`config.mk`:
```
export PLATFORM = sky130hd
export DESIGN_NAME = clock_drift_streak_monitor_flat
export DESIGN_NICKNAME = d
export VERILOG_FILES = /design/src/cdsm_pkg.sv /design/src/cdsm_in_if.sv /design/src/cdsm_out_if.sv /design/src/cdsm_judge.sv /design/src/clock_drift_streak_monitor.sv /design/src/flat_wrapper.sv
export SDC_FILE = /design/constraint.sdc
export NUM_CORES = 1
export LEC_CHECK = 0
export ABC_AREA = 1
export BUFFER_PORTS_ARGS = -buffer_cell sky130_fd_sc_hd__buf_4
export CAP_MARGIN = 10
export CORE_ASPECT_RATIO = 0.75
export CORE_UTILIZATION = 52
export CTS_CLUSTER_SIZE = 16
export DETAILED_ROUTE_END_ITERATION = 8
export PLACE_DENSITY = 0.8
export SYNTH_ARGS = -nofsm -noshare
export SYNTH_HDL_FRONTEND = slang
export SYNTH_SLANG_ARGS = --single-unit
```
`constraint.sdc`:
```
create_clock -name i_clk -period 22 [get_ports i_clk]
set_clock_uncertainty 0.05 [all_clocks]
set_input_delay 4.4 -clock i_clk [delete_from_list [all_inputs] [get_ports i_clk]]
set_output_delay 4.4 -clock i_clk [all_outputs]
set_load 0.05 [all_outputs]
```
`src/cdsm_pkg.sv`:
```
// shared constants and types for the clock drift streak monitor
// no dependencies; used by the interfaces, the judge and the top level
package cdsm_pkg;

    localparam int TIME_BITS_DEF = 48;
    localparam int DELTA_W       = 16;
    localparam int ELAPSED_W     = 32;
    localparam int WINDOW_W      = 24;
    localparam int TOL_W         = 16;
    localparam int STREAK_W      = 8;
    localparam int PHASE_W       = 2;
    localparam int CFG_IDX_W     = 2;
    localparam int CFG_DATA_W    = 24;

    localparam logic KIND_START = 1'b0;
    localparam logic KIND_TICK  = 1'b1;

    localparam logic [CFG_IDX_W-1:0] CFG_WINDOW_LENGTH = 2'd0;
    localparam logic [CFG_IDX_W-1:0] CFG_TOLERANCE     = 2'd1;
    localparam logic [CFG_IDX_W-1:0] CFG_THRESHOLD     = 2'd2;

    localparam logic [WINDOW_W-1:0] WINDOW_RESET    = 24'd10000;
    localparam logic [TOL_W-1:0]    TOLERANCE_RESET = 16'd100;
    localparam logic [STREAK_W-1:0] THRESHOLD_RESET = 8'd3;

endpackage

```
`src/cdsm_in_if.sv`:
```
// input channel of the clock drift streak monitor: start and tick beats
// depends on cdsm_pkg for field widths
interface cdsm_in_if #(
    parameter int TIME_BITS = cdsm_pkg::TIME_BITS_DEF
);
    logic                         valid;
    logic                         ready;
    logic                         kind;
    logic [cdsm_pkg::DELTA_W-1:0] delta_ms;
    logic [TIME_BITS-1:0]         boot_ms;
    logic [TIME_BITS-1:0]         wall_ms;

    modport source (output valid, kind, delta_ms, boot_ms, wall_ms, input ready);
    modport sink   (input valid, kind, delta_ms, boot_ms, wall_ms, output ready);
endinterface

```
`src/cdsm_out_if.sv`:
```
// result channel of the clock drift streak monitor
// depends on cdsm_pkg for field widths
interface cdsm_out_if;
    logic                          valid;
    logic                          ready;
    logic                          alarm;
    logic                          window_closed;
    logic                          window_anomalous;
    logic [cdsm_pkg::STREAK_W-1:0] streak_count;
    logic [cdsm_pkg::PHASE_W-1:0]  phase_now;

    modport source (output valid, alarm, window_closed, window_anomalous, streak_count,
                    phase_now, input ready);
    modport sink   (input valid, alarm, window_closed, window_anomalous, streak_count,
                    phase_now, output ready);
endinterface

```
`src/cdsm_judge.sv`:
```
// window judge: signed monotonic and wall intervals and the tolerance check
// depends on cdsm_pkg for the tolerance width
module cdsm_judge #(
    parameter int TIME_BITS = cdsm_pkg::TIME_BITS_DEF
) (
    input  logic [TIME_BITS-1:0]         i_boot,
    input  logic [TIME_BITS-1:0]         i_wall,
    input  logic [TIME_BITS-1:0]         i_boot_begin,
    input  logic [TIME_BITS-1:0]         i_wall_begin,
    input  logic [cdsm_pkg::TOL_W-1:0]   i_tolerance,
    output logic                         o_ok
);
    logic [TIME_BITS-1:0] boot_ival;
    logic [TIME_BITS-1:0] wall_ival;
    logic [TIME_BITS:0]   gain;
    logic [TIME_BITS:0]   tol_ext;

    assign boot_ival = i_boot - i_boot_begin;
    assign wall_ival = i_wall - i_wall_begin;
    // wall gain over monotonic, exact in one extra bit
    assign gain      = {wall_ival[TIME_BITS-1], wall_ival} - {boot_ival[TIME_BITS-1], boot_ival};
    assign tol_ext   = {{(TIME_BITS + 1 - cdsm_pkg::TOL_W){1'b0}}, i_tolerance};
    assign o_ok      = $signed(gain) <= $signed(tol_ext);
endmodule

```
`src/clock_drift_streak_monitor.sv`:
```
// clock drift streak monitor top level: phase control, window timing, result register
// latency: a result is valid the cycle after its input beat is accepted
// throughput: one beat per cycle while o_out drains; the state update passes once
// through the judge's interval subtractors and elapsed saturating adder each cycle
// reset (synchronous, active low): phase idle, streak zero, no window judged yet,
// configuration back to defaults, result register empty
module clock_drift_streak_monitor #(
    parameter int TIME_BITS = cdsm_pkg::TIME_BITS_DEF
) (
    input  logic                             i_clk,
    input  logic                             i_rst_n,
    cdsm_in_if.sink                          i_in,
    cdsm_out_if.source                       o_out,
    input  logic                             i_cfg_we,
    input  logic [cdsm_pkg::CFG_IDX_W-1:0]   i_cfg_idx,
    input  logic [cdsm_pkg::CFG_DATA_W-1:0]  i_cfg_data
);
    typedef enum logic [cdsm_pkg::PHASE_W-1:0] {
        PH_IDLE  = 2'd0,
        PH_START = 2'd1,
        PH_CHECK = 2'd2
    } t_phase;

    typedef enum logic [1:0] {
        V_FIRST = 2'd0,
        V_OK    = 2'd1,
        V_ANOM  = 2'd2
    } t_verdict;

    t_phase                          r_phase, n_phase;
    t_verdict                        r_verdict, n_verdict;
    logic [cdsm_pkg::STREAK_W-1:0]   r_streak, n_streak;
    logic [cdsm_pkg::ELAPSED_W-1:0]  r_elapsed, n_elapsed;
    logic [TIME_BITS-1:0]            r_boot_begin, n_boot_begin;
    logic [TIME_BITS-1:0]            r_wall_begin, n_wall_begin;

    logic [cdsm_pkg::WINDOW_W-1:0]   r_window_len;
    logic [cdsm_pkg::TOL_W-1:0]      r_tolerance;
    logic [cdsm_pkg::STREAK_W-1:0]   r_threshold;

    logic                            r_out_valid;
    logic                            r_out_alarm, n_alarm;
    logic                            r_out_closed, n_closed;
    logic                            r_out_anom, n_anom;
    logic [cdsm_pkg::STREAK_W-1:0]   r_out_streak;
    t_phase                          r_out_phase;

    logic                            in_ready;
    logic                            accept;
    logic                            window_ok;
    logic [cdsm_pkg::ELAPSED_W:0]    elapsed_sum;
    logic [cdsm_pkg::ELAPSED_W-1:0]  elapsed_sat;
    logic [cdsm_pkg::STREAK_W-1:0]   streak_inc;

    assign in_ready   = !r_out_valid || o_out.ready;
    assign accept     = i_in.valid && in_ready;
    assign i_in.ready = in_ready;

    cdsm_judge #(
        .TIME_BITS (TIME_BITS)
    ) u_judge (
        .i_boot       (i_in.boot_ms),
        .i_wall       (i_in.wall_ms),
        .i_boot_begin (r_boot_begin),
        .i_wall_begin (r_wall_begin),
        .i_tolerance  (r_tolerance),
        .o_ok         (window_ok)
    );

    assign elapsed_sum = {1'b0, r_elapsed}
                       + {{(cdsm_pkg::ELAPSED_W + 1 - cdsm_pkg::DELTA_W){1'b0}}, i_in.delta_ms};
    assign elapsed_sat = elapsed_sum[cdsm_pkg::ELAPSED_W] ? '1
                                                          : elapsed_sum[cdsm_pkg::ELAPSED_W-1:0];
    assign streak_inc  = (r_streak == '1) ? r_streak : r_streak + 1'b1;

    always_comb begin
        n_phase      = r_phase;
        n_verdict    = r_verdict;
        n_streak     = r_streak;
        n_elapsed    = r_elapsed;
        n_boot_begin = r_boot_begin;
        n_wall_begin = r_wall_begin;
        n_alarm      = 1'b0;
        n_closed     = 1'b0;
        n_anom       = 1'b0;
        if (i_in.kind == cdsm_pkg::KIND_START) begin
            n_phase   = PH_START;
            n_streak  = '0;
            n_verdict = V_FIRST;
        end else begin
            unique case (r_phase)
                PH_START: begin
                    n_phase      = PH_CHECK;
                    n_elapsed    = '0;
                    n_boot_begin = i_in.boot_ms;
                    n_wall_begin = i_in.wall_ms;
                end
                PH_CHECK: begin
                    n_elapsed = elapsed_sat;
                    if (elapsed_sat >= {{(cdsm_pkg::ELAPSED_W - cdsm_pkg::WINDOW_W){1'b0}},
                                        r_window_len}) begin
                        n_closed = 1'b1;
                        if (window_ok) begin
                            n_verdict = V_OK;
                            n_phase   = PH_START;
                        end else begin
                            n_anom    = 1'b1;
                            n_verdict = V_ANOM;
                            n_phase   = PH_START;
                            if (r_verdict == V_OK) begin
                                n_streak = '0;
                            end else begin
                                n_streak = streak_inc;
                                if (streak_inc >= r_threshold) begin
                                    n_alarm = 1'b1;
                                    n_phase = PH_IDLE;
                                end
                            end
                        end
                    end
                end
                default: ;
            endcase
        end
    end

    always_ff @(posedge i_clk) begin
        if (!i_rst_n) begin
            r_phase      <= PH_IDLE;
            r_verdict    <= V_FIRST;
            r_streak     <= '0;
            r_window_len <= cdsm_pkg::WINDOW_RESET;
            r_tolerance  <= cdsm_pkg::TOLERANCE_RESET;
            r_threshold  <= cdsm_pkg::THRESHOLD_RESET;
            r_out_valid  <= 1'b0;
        end else begin
            if (i_cfg_we) begin
                unique case (i_cfg_idx)
                    cdsm_pkg::CFG_WINDOW_LENGTH: r_window_len <= i_cfg_data;
                    cdsm_pkg::CFG_TOLERANCE:     r_tolerance  <= i_cfg_data[cdsm_pkg::TOL_W-1:0];
                    cdsm_pkg::CFG_THRESHOLD:     r_threshold  <= i_cfg_data[cdsm_pkg::STREAK_W-1:0];
                    default: ;
                endcase
            end
            if (accept) begin
                r_phase      <= n_phase;
                r_verdict    <= n_verdict;
                r_streak     <= n_streak;
                r_elapsed    <= n_elapsed;
                r_boot_begin <= n_boot_begin;
                r_wall_begin <= n_wall_begin;
                r_out_valid  <= 1'b1;
                r_out_alarm  <= n_alarm;
                r_out_closed <= n_closed;
                r_out_anom   <= n_anom;
                r_out_streak <= n_streak;
                r_out_phase  <= n_phase;
            end else if (o_out.ready) begin
                r_out_valid  <= 1'b0;
            end
        end
    end

    assign o_out.valid            = r_out_valid;
    assign o_out.alarm            = r_out_alarm;
    assign o_out.window_closed    = r_out_closed;
    assign o_out.window_anomalous = r_out_anom;
    assign o_out.streak_count     = r_out_streak;
    assign o_out.phase_now        = r_out_phase;

    a_alarm_goes_idle: assert property (@(posedge i_clk) disable iff (!i_rst_n)
        (r_out_valid && r_out_alarm) |-> (r_out_anom && r_out_closed && r_out_phase == PH_IDLE
                                          && r_phase == r_out_phase))
        else $error("alarm without anomalous closed window or idle phase");

    a_anom_needs_close: assert property (@(posedge i_clk) disable iff (!i_rst_n)
        (r_out_valid && r_out_anom) |-> r_out_closed)
        else $error("anomalous flag on a beat that closed no window");

    a_start_clears: assert property (@(posedge i_clk) disable iff (!i_rst_n)
        (accept && i_in.kind == cdsm_pkg::KIND_START) |=>
            (r_out_valid && r_out_streak == '0 && r_out_phase == PH_START
             && r_verdict == V_FIRST))
        else $error("start beat did not clear streak and arm the monitor");
endmodule

```
`src/flat_wrapper.sv`:
```
// flat-port wrapper written by rule: the top's interface ports become plain ports
module clock_drift_streak_monitor_flat 
#(
    parameter int TIME_BITS = cdsm_pkg::TIME_BITS_DEF
)
  (i_clk, i_rst_n, i_cfg_we, i_cfg_idx, i_cfg_data, i_in_valid, i_in_kind, i_in_delta_ms, i_in_boot_ms, i_in_wall_ms, i_in_ready, o_out_valid, o_out_alarm, o_out_window_closed, o_out_window_anomalous, o_out_streak_count, o_out_phase_now, o_out_ready);
  cdsm_in_if #(.TIME_BITS(TIME_BITS)) i_in_i ();
  cdsm_out_if o_out_i ();
  input  logic i_clk;
  input  logic i_rst_n;
  input  logic i_cfg_we;
  input  logic [cdsm_pkg::CFG_IDX_W-1:0] i_cfg_idx;
  input  logic [cdsm_pkg::CFG_DATA_W-1:0] i_cfg_data;
  input wire logic [$bits(i_in_i.valid)-1:0] i_in_valid;
  input wire logic [$bits(i_in_i.kind)-1:0] i_in_kind;
  input wire logic [$bits(i_in_i.delta_ms)-1:0] i_in_delta_ms;
  input wire logic [$bits(i_in_i.boot_ms)-1:0] i_in_boot_ms;
  input wire logic [$bits(i_in_i.wall_ms)-1:0] i_in_wall_ms;
  output wire logic [$bits(i_in_i.ready)-1:0] i_in_ready;
  output wire logic [$bits(o_out_i.valid)-1:0] o_out_valid;
  output wire logic [$bits(o_out_i.alarm)-1:0] o_out_alarm;
  output wire logic [$bits(o_out_i.window_closed)-1:0] o_out_window_closed;
  output wire logic [$bits(o_out_i.window_anomalous)-1:0] o_out_window_anomalous;
  output wire logic [$bits(o_out_i.streak_count)-1:0] o_out_streak_count;
  output wire logic [$bits(o_out_i.phase_now)-1:0] o_out_phase_now;
  input wire logic [$bits(o_out_i.ready)-1:0] o_out_ready;
  assign i_in_i.valid = i_in_valid;
  assign i_in_i.kind = i_in_kind;
  assign i_in_i.delta_ms = i_in_delta_ms;
  assign i_in_i.boot_ms = i_in_boot_ms;
  assign i_in_i.wall_ms = i_in_wall_ms;
  assign i_in_ready = i_in_i.ready;
  assign o_out_valid = o_out_i.valid;
  assign o_out_alarm = o_out_i.alarm;
  assign o_out_window_closed = o_out_i.window_closed;
  assign o_out_window_anomalous = o_out_i.window_anomalous;
  assign o_out_streak_count = o_out_i.streak_count;
  assign o_out_phase_now = o_out_i.phase_now;
  assign o_out_i.ready = o_out_ready;
  clock_drift_streak_monitor #(.TIME_BITS(TIME_BITS)) u_core (.i_clk(i_clk), .i_rst_n(i_rst_n), .i_in(i_in_i), .o_out(o_out_i), .i_cfg_we(i_cfg_we), .i_cfg_idx(i_cfg_idx), .i_cfg_data(i_cfg_data));
endmodule
```
==> run_results.csv, run 1 <==
group,metric,value,unit
status,status,"completed",
critical_path,critPathRequiredTime,22.26,ns
cts,clk_latency,0.55,ns
synthesis,netlist_area,19700,sq um
critical_path,cp-end-kind,"flip-flop",
detailed_routing,dr.pass1.iters,6,
timing,clock.fmax,104,MHz
synthesis,syn_nets,3254,
cts,cts_buffers,23,
timing,min_period,9.57,ns
cts,cts.reportedPaths.clkPinSlew,0.06,ns
layout,final_core_util,0.600,
layout,antenna_cells,0,
global_routing,grt_pass1_vias,17644,
global_routing,antenna_found_initial,0,
synthesis,synth-main-ff-cell,"edfxtp_1",
global_routing,grt_usage,0.292,
timing,rsz0062_at_grt,"false",
synthesis,syn-instance-count,2897,
timing,drv_slew,0,
cts,cts_tree,"yes",
detailed_routing,wl_per_cell,16.1,um
cts,root_buffer,"clkbuf_16",
critical_path,arrival,9.83,ns
layout,nets,3421,
floorplanning,num_rows,61,
power_and_ir_drop,ir_worst_vdd,0.0605,mV
floorplanning,die_area,38700,sq um
critical_path,max_stage_delay,0.40,ns
job,cap_viol_max_count,0,
floorplanning,ios,159,
critical_path,worstPathMaxFanout,5,
cts,clock_sinks,202,
timing,min_period_over_period,0.435,
detailed_routing,vias_per_cell,5.44,
power_and_ir_drop,pwr_density_cell,65.4,nW/um^2
timing,hold_viol_final,0,
global_routing,grt.overflow.total,0,
placed_design,dp_hpwl,47.2,mm
floorplanning,die_w,227,um
critical_path,crit_slowest_cell,"fa_1",
synthesis,synth-edff-count,141,
timing,max_slew_margin,0.334,
floorplanning,die_y,171,um
synthesis,synth_area_per_cell,6.81,sq um
cts,post-cts-setup-buffer-count,0,
synthesis,ys_seq_area_frac,0.277,
floorplanning,core_area,37200,sq um
hold_path,hold_path_class,"flip-flop to flip-flop",
power_and_ir_drop,finalPower,1.46,mW
power_and_ir_drop,p_leak,11.3,nW
floorplanning,start_util,0.530,
placed_design,gp_congestion,0.985,
timing,setup_violations,0,
timing,tns,0,ns
detailed_routing,vias,19505,
layout,layout-drive-gt1-share,0.0942,
detailed_routing,drt_iter0_markers,2032,
synthesis,ys_types,52,
synthesis,yosysWarnings,0,
global_routing,grt_max_degree,79,
critical_path,path_class,"input pin to flip-flop",
critical_path,startpoint_type,"input pin",
timing,tightestPinTransition,0.993,ns
detailed_routing,drc,0,
critical_path,crit_top_cell,"nand2_1",
layout,nFillCells,3404,
synthesis,async_reset_ff_frac,0,
cts,clk_path_buf_depth,3,
layout,synthToLayoutAreaGrowth,13.2,%
detailed_routing,wirelength,57.6,mm
layout,final-seq-area,5460,sq um
detailed_routing,drtAntennaViolNets,0,
synthesis,ys_seq_elements,202,
layout,multiInputGateArea,12000,sq um
cts,cts_htree_levels,1,
global_routing,grt_pass1_wl,90.1,mm
cts,cts-resized-gates,0,
placed_design,portBuffers,158,
cts,ctsHoldBuffers,0,
[synth_stat cells, drive strengths merged (20+ instances only)]
| cell | n | area, sq um |
|---|---|---|
| nand4 | 25 | 156 |
| nand2 | 726 | 2790 |
| nor3 | 37 | 200 |
| xor2 | 87 | 762 |
| nand3 | 115 | 628 |
| nor2 | 283 | 1150 |
| xnor2 | 44 | 385 |
| a31oi | 51 | 319 |
| dfxtp | 61 | 1220 |
| clkbuf | 20 | 82.6 |
| inv | 571 | 2140 |
| ha | 209 | 2620 |
| a21oi | 257 | 1310 |
| o21a | 22 | 165 |
| o21ai | 134 | 689 |
| edfxtp | 141 | 4230 |
[cells by family (layout without fill, tap and decap cells)]
kind of cell,Yosys count,after routing,synth area share
and+or+nand+nor,1221,1221,0.262
xor gates and xnor gates,131,131,0.0582
AOI/OAI and AO/OA,532,532,0.153
buffers and inverters,598,781,0.114
DFF,202,202,0.277
adders and majority gates,213,213,0.137
[where the power goes]
group          internal, mW  leakage [nW]  switching, mW
Sequential            0.418          1.79        0.00451
Clock                 0.250         0.400          0.164
Combinational         0.212          9.11          0.410
Total                 0.880          11.3          0.579
[cell usage in the layout, fill, tap and decap left out, drive strengths merged, types with 37 or more instances in the layout]
cell type / count
nand2: 726
inv: 572
nor2: 283
a21oi: 257
ha: 209
buf: 165
edfxtp: 141
o21ai: 134
nand3: 115
xor2: 87
dfxtp: 61
a31oi: 51
xnor2: 44
nor3: 37
[cell type report]
| class | instances | share of cell area |
|---|---|---|
| timing repair buffer | 165 | 0.0557 |
| clock inverter | 9 | 0.00443 |
| inverter | 575 | 0.0967 |
| multi-input combinational | 2097 | 0.538 |
| sequential | 202 | 0.244 |
| clock buffer | 32 | 0.0320 |
| tap | 504 | 0.0283 |
[registers in the layout, indices dropped and copies added (netlist names)]
signal / cells
u_core.o_out.window_anomalous: 1
u_core.o_out.window_closed: 1
u_core.o_out.streak_count: 8
u_core.r_boot_begin: 48
u_core.o_out.valid: 1
u_core.r_elapsed: 32
u_core.r_verdict: 2
u_core.r_window_len: 24
u_core.r_phase: 2
u_core.o_out.alarm: 1
u_core.r_tolerance: 16
u_core.r_streak: 8
u_core.r_wall_begin: 48
u_core.o_out.phase_now: 2
u_core.r_threshold: 8
[worst max-delay path, delay by kind of cell]
kind	cells	cell delay, ns
fa+ha+maj	4	1.32
xor+xnor	2	0.59
buf+inv	5	0.31
simple gates	18	2.08
compound gates	4	1.13
[per-stage QoR]
step | hold WS (ns) | cell area, sq um | cells | worst slack [ns]
after CTS | 0.414 | 22300 | 3583 | 12.62
after global placement | 0.397 | 21500 | 3542 | 12.11
final | 0.413 | 22300 | 3584 | 12.43
after global routing | 0.427 | 22300 | 3584 | 12.10
after detailed placement | 0.404 | 21500 | 3542 | 12.06
after floorplan | 0.385 | 19700 | 2897 | 8.95
[layer usage]
layer  global-route usage  part of all wire  vias to the layer above
met5                    0                 0                        -
met4               0.0605             0.021                        0
met3               0.0495             0.091                       80
met2                0.430              0.40                      815
met1                0.443              0.49                     8879
li1                     -                 -                     9731
[final timing paths]
kind                                 startpoint                                     end  slack, ns  cells after the start
max                             i_in_wall_ms[0]  u_core.o_out.streak_count[5]$_DFFE_PP_      12.43                     33
min          u_core.r_threshold[2]$_SDFFE_PN0P_      u_core.r_threshold[2]$_SDFFE_PN0P_       0.41                      2
max reg2reg    u_core.r_wall_begin[0]$_DFFE_PP_  u_core.o_out.streak_count[5]$_DFFE_PP_      16.04                     31
min reg2reg  u_core.r_threshold[2]$_SDFFE_PN0P_      u_core.r_threshold[2]$_SDFFE_PN0P_       0.41                      2
No activity file was read; power rests on OpenSTA's default activity.
==> inputs of run 2 (changes only) <==
PLACE_DENSITY = 0.82   (was 0.8)
clock period = 8.8 ns   (was 22 ns; I/O delays follow)
==> run 2 against run 1 <==
Against the previous run: via count barely moved; register-to-register slack lost 13 ns; clock-buffer cell count stayed put; cell area down 0.38%; clock power grew 130%; largest power group unchanged; worst hold slack gained 0.00083 ns; die area stayed put; sequential power rose to 2.5 times the previous value; routed wire length rose by 1.0%; power grew 140%.
==> run_results.csv, run 2 (synthesis gave the netlist of run 1 again) <==
group,metric,value,unit
status,status,"completed",
cts,cts-resized-gates,0,
critical_path,startpoint_type,"input pin",
critical_path,arrival,7.29,ns
cts,post-cts-setup-buffer-count,0,
critical_path,worst-path-buf-inv,3,
critical_path,path_class,"input pin to flip-flop",
detailed_routing,drt_iter0_markers,1967,
placed_design,dp_hpwl,47.9,mm
layout,top_regs,"u_core.r_boot_begin: 48 flops, u_core.r_wall_begin: 48 flops, u_core.r_elapsed: 32 flops",
floorplanning,die_w,227,um
detailed_routing,dr.pass1.iters,6,
global_routing,grt_max_degree,97,
layout,mostFrequentLayoutCell,"nand2_1",
timing,drv_slew,0,
detailed_routing,vias_per_cell,5.44,
cts,root_buffer,"clkbuf_16",
timing,rsz0062_at_grt,"false",
timing,tns,0,ns
cts,cts.reportedPaths.clkPinSlew,0.07,ns
critical_path,crit_family,"simple AND/OR/NAND/NOR gates",
timing,min_period,7.05,ns
detailed_routing,wl_per_cell,16.2,um
timing,clock.fmax,142,MHz
detailed_routing,wirelength,58.2,mm
cts,cts_buffers,23,
job,cap_viol_max_count,0,
floorplanning,die_y,171,um
cts,cts_htree_levels,1,
critical_path,crit_slowest_cell,"xor2_1",
critical_path,crit_cells,31,
global_routing,grt_pass1_wl,91.2,mm
timing,min_period_over_period,0.801,
timing,hold_viol_final,0,
hold_path,hold_depth,2,
cts,clk_path_buf_depth,3,
critical_path,worstPathMaxFanout,5,
placed_design,gp_congestion,0.995,
timing,tightestPinTransition,1.02,ns
critical_path,r2r_cells,29,
power_and_ir_drop,ir_worst_vdd,0.147,mV
detailed_routing,drc,0,
timing,max_slew_margin,0.322,
layout,final_cell_mix,"705 x nand2_1, 561 x inv_1, 260 x nor2_1, 252 x a21oi_1, 209 x ha_1",
layout,synthToLayoutAreaGrowth,12.8,%
critical_path,critPathRequiredTime,9.04,ns
floorplanning,start_util,0.530,
global_routing,antenna_found_initial,0,
critical_path,crit_top_cell,"nand2_1",
cts,clk_latency,0.55,ns
cts,clock_sinks,202,
placed_design,portBuffers,158,
timing,finalHoldWorstSlack,0.414,ns
floorplanning,core_area,37200,sq um
timing,setup_violations,0,
power_and_ir_drop,pwr_density_cell,160,nW/um^2
hold_path,hold_path_class,"flip-flop to flip-flop",
layout,nets,3419,
floorplanning,ios,159,
cts,cts_tree,"yes",
detailed_routing,vias,19499,
critical_path,cp-end-kind,"flip-flop",
detailed_routing,drtAntennaViolNets,0,
layout,antenna_cells,0,
floorplanning,num_rows,61,
floorplanning,die_area,38700,sq um
cts,ctsHoldBuffers,0,
layout,layout-drive-gt1-share,0.0942,
global_routing,grt_usage,0.297,
critical_path,max_stage_delay,0.48,ns
power_and_ir_drop,p_leak,11.3,nW
global_routing,grt.overflow.total,0,
global_routing,grt_pass1_vias,17982,
-- run 2: power by group --
part	leakage, nW	internal [mW]	total, mW	switching (mW)
Clock	0.366	0.531	0.956	0.425
Sequential	1.79	1.04	1.06	0.0115
Combinational	9.10	0.529	1.55	1.03
Total	11.3	2.10	3.57	1.46
-- run 2: final timing paths --
| path | startpoint | endpoint | slack (ns) |
|---|---|---|---|
| hold reg to reg | u_core.r_window_len[16]$_SDFFE_PN0P_ | u_core.r_window_len[16]$_SDFFE_PN0P_ | 0.41 |
| setup / recovery | i_in_wall_ms[0] | u_core.o_out.streak_count[7]$_DFFE_PP_ | 1.75 |
| hold / removal | u_core.r_window_len[16]$_SDFFE_PN0P_ | u_core.r_window_len[16]$_SDFFE_PN0P_ | 0.41 |
| setup reg to reg | u_core.r_wall_begin[0]$_DFFE_PP_ | u_core.o_out.streak_count[7]$_DFFE_PP_ | 2.72 |
-- run 2: worst min-delay path, cell delays in order, from the launching register on --
cell	delay, ns
dfxtp_1	0.30
inv_1	0.06
a21oi_1	0.06
-- run 2: layer usage --
metal / vias to the layer above / track usage / routed length [um] / part of all wire
li1: 9738 / - / - / -
met5: - / 0 / 0 / 0
met3: 96 / 0.0553 / 5360 / 0.092
met2: 763 / 0.442 / 23800 / 0.41
met4: 0 / 0.0635 / 1230 / 0.021
met1: 8902 / 0.440 / 27900 / 0.48
-- run 2: layout make-up --
class / instances / area [sq um]
clock inverters: 10 / 68.8
well taps: 504 / 631
repair buffers: 163 / 1240
fillers: 3502 / 14900
flip-flops and latches: 202 / 5460
inverters: 575 / 2160
clock buffers: 32 / 661
multi-input cells: 2097 / 12000
-- run 2: metrics by stage --
| step | utilization | instances | setup WS, ns | total power, mW | instance area (sq um) |
|---|---|---|---|---|---|
| after floorplan | - | 2897 | 1.32 | 2.15 | 19700 |
| after global placement | 0.579 | 3541 | 1.45 | 2.57 | 21500 |
| after global routing | 0.598 | 3583 | 1.32 | 3.80 | 22200 |
| after CTS | 0.598 | 3583 | 1.92 | 3.55 | 22200 |
| after detailed placement | 0.579 | 3541 | 1.43 | 2.59 | 21500 |
| final | 0.598 | 3583 | 1.75 | 3.57 | 22200 |
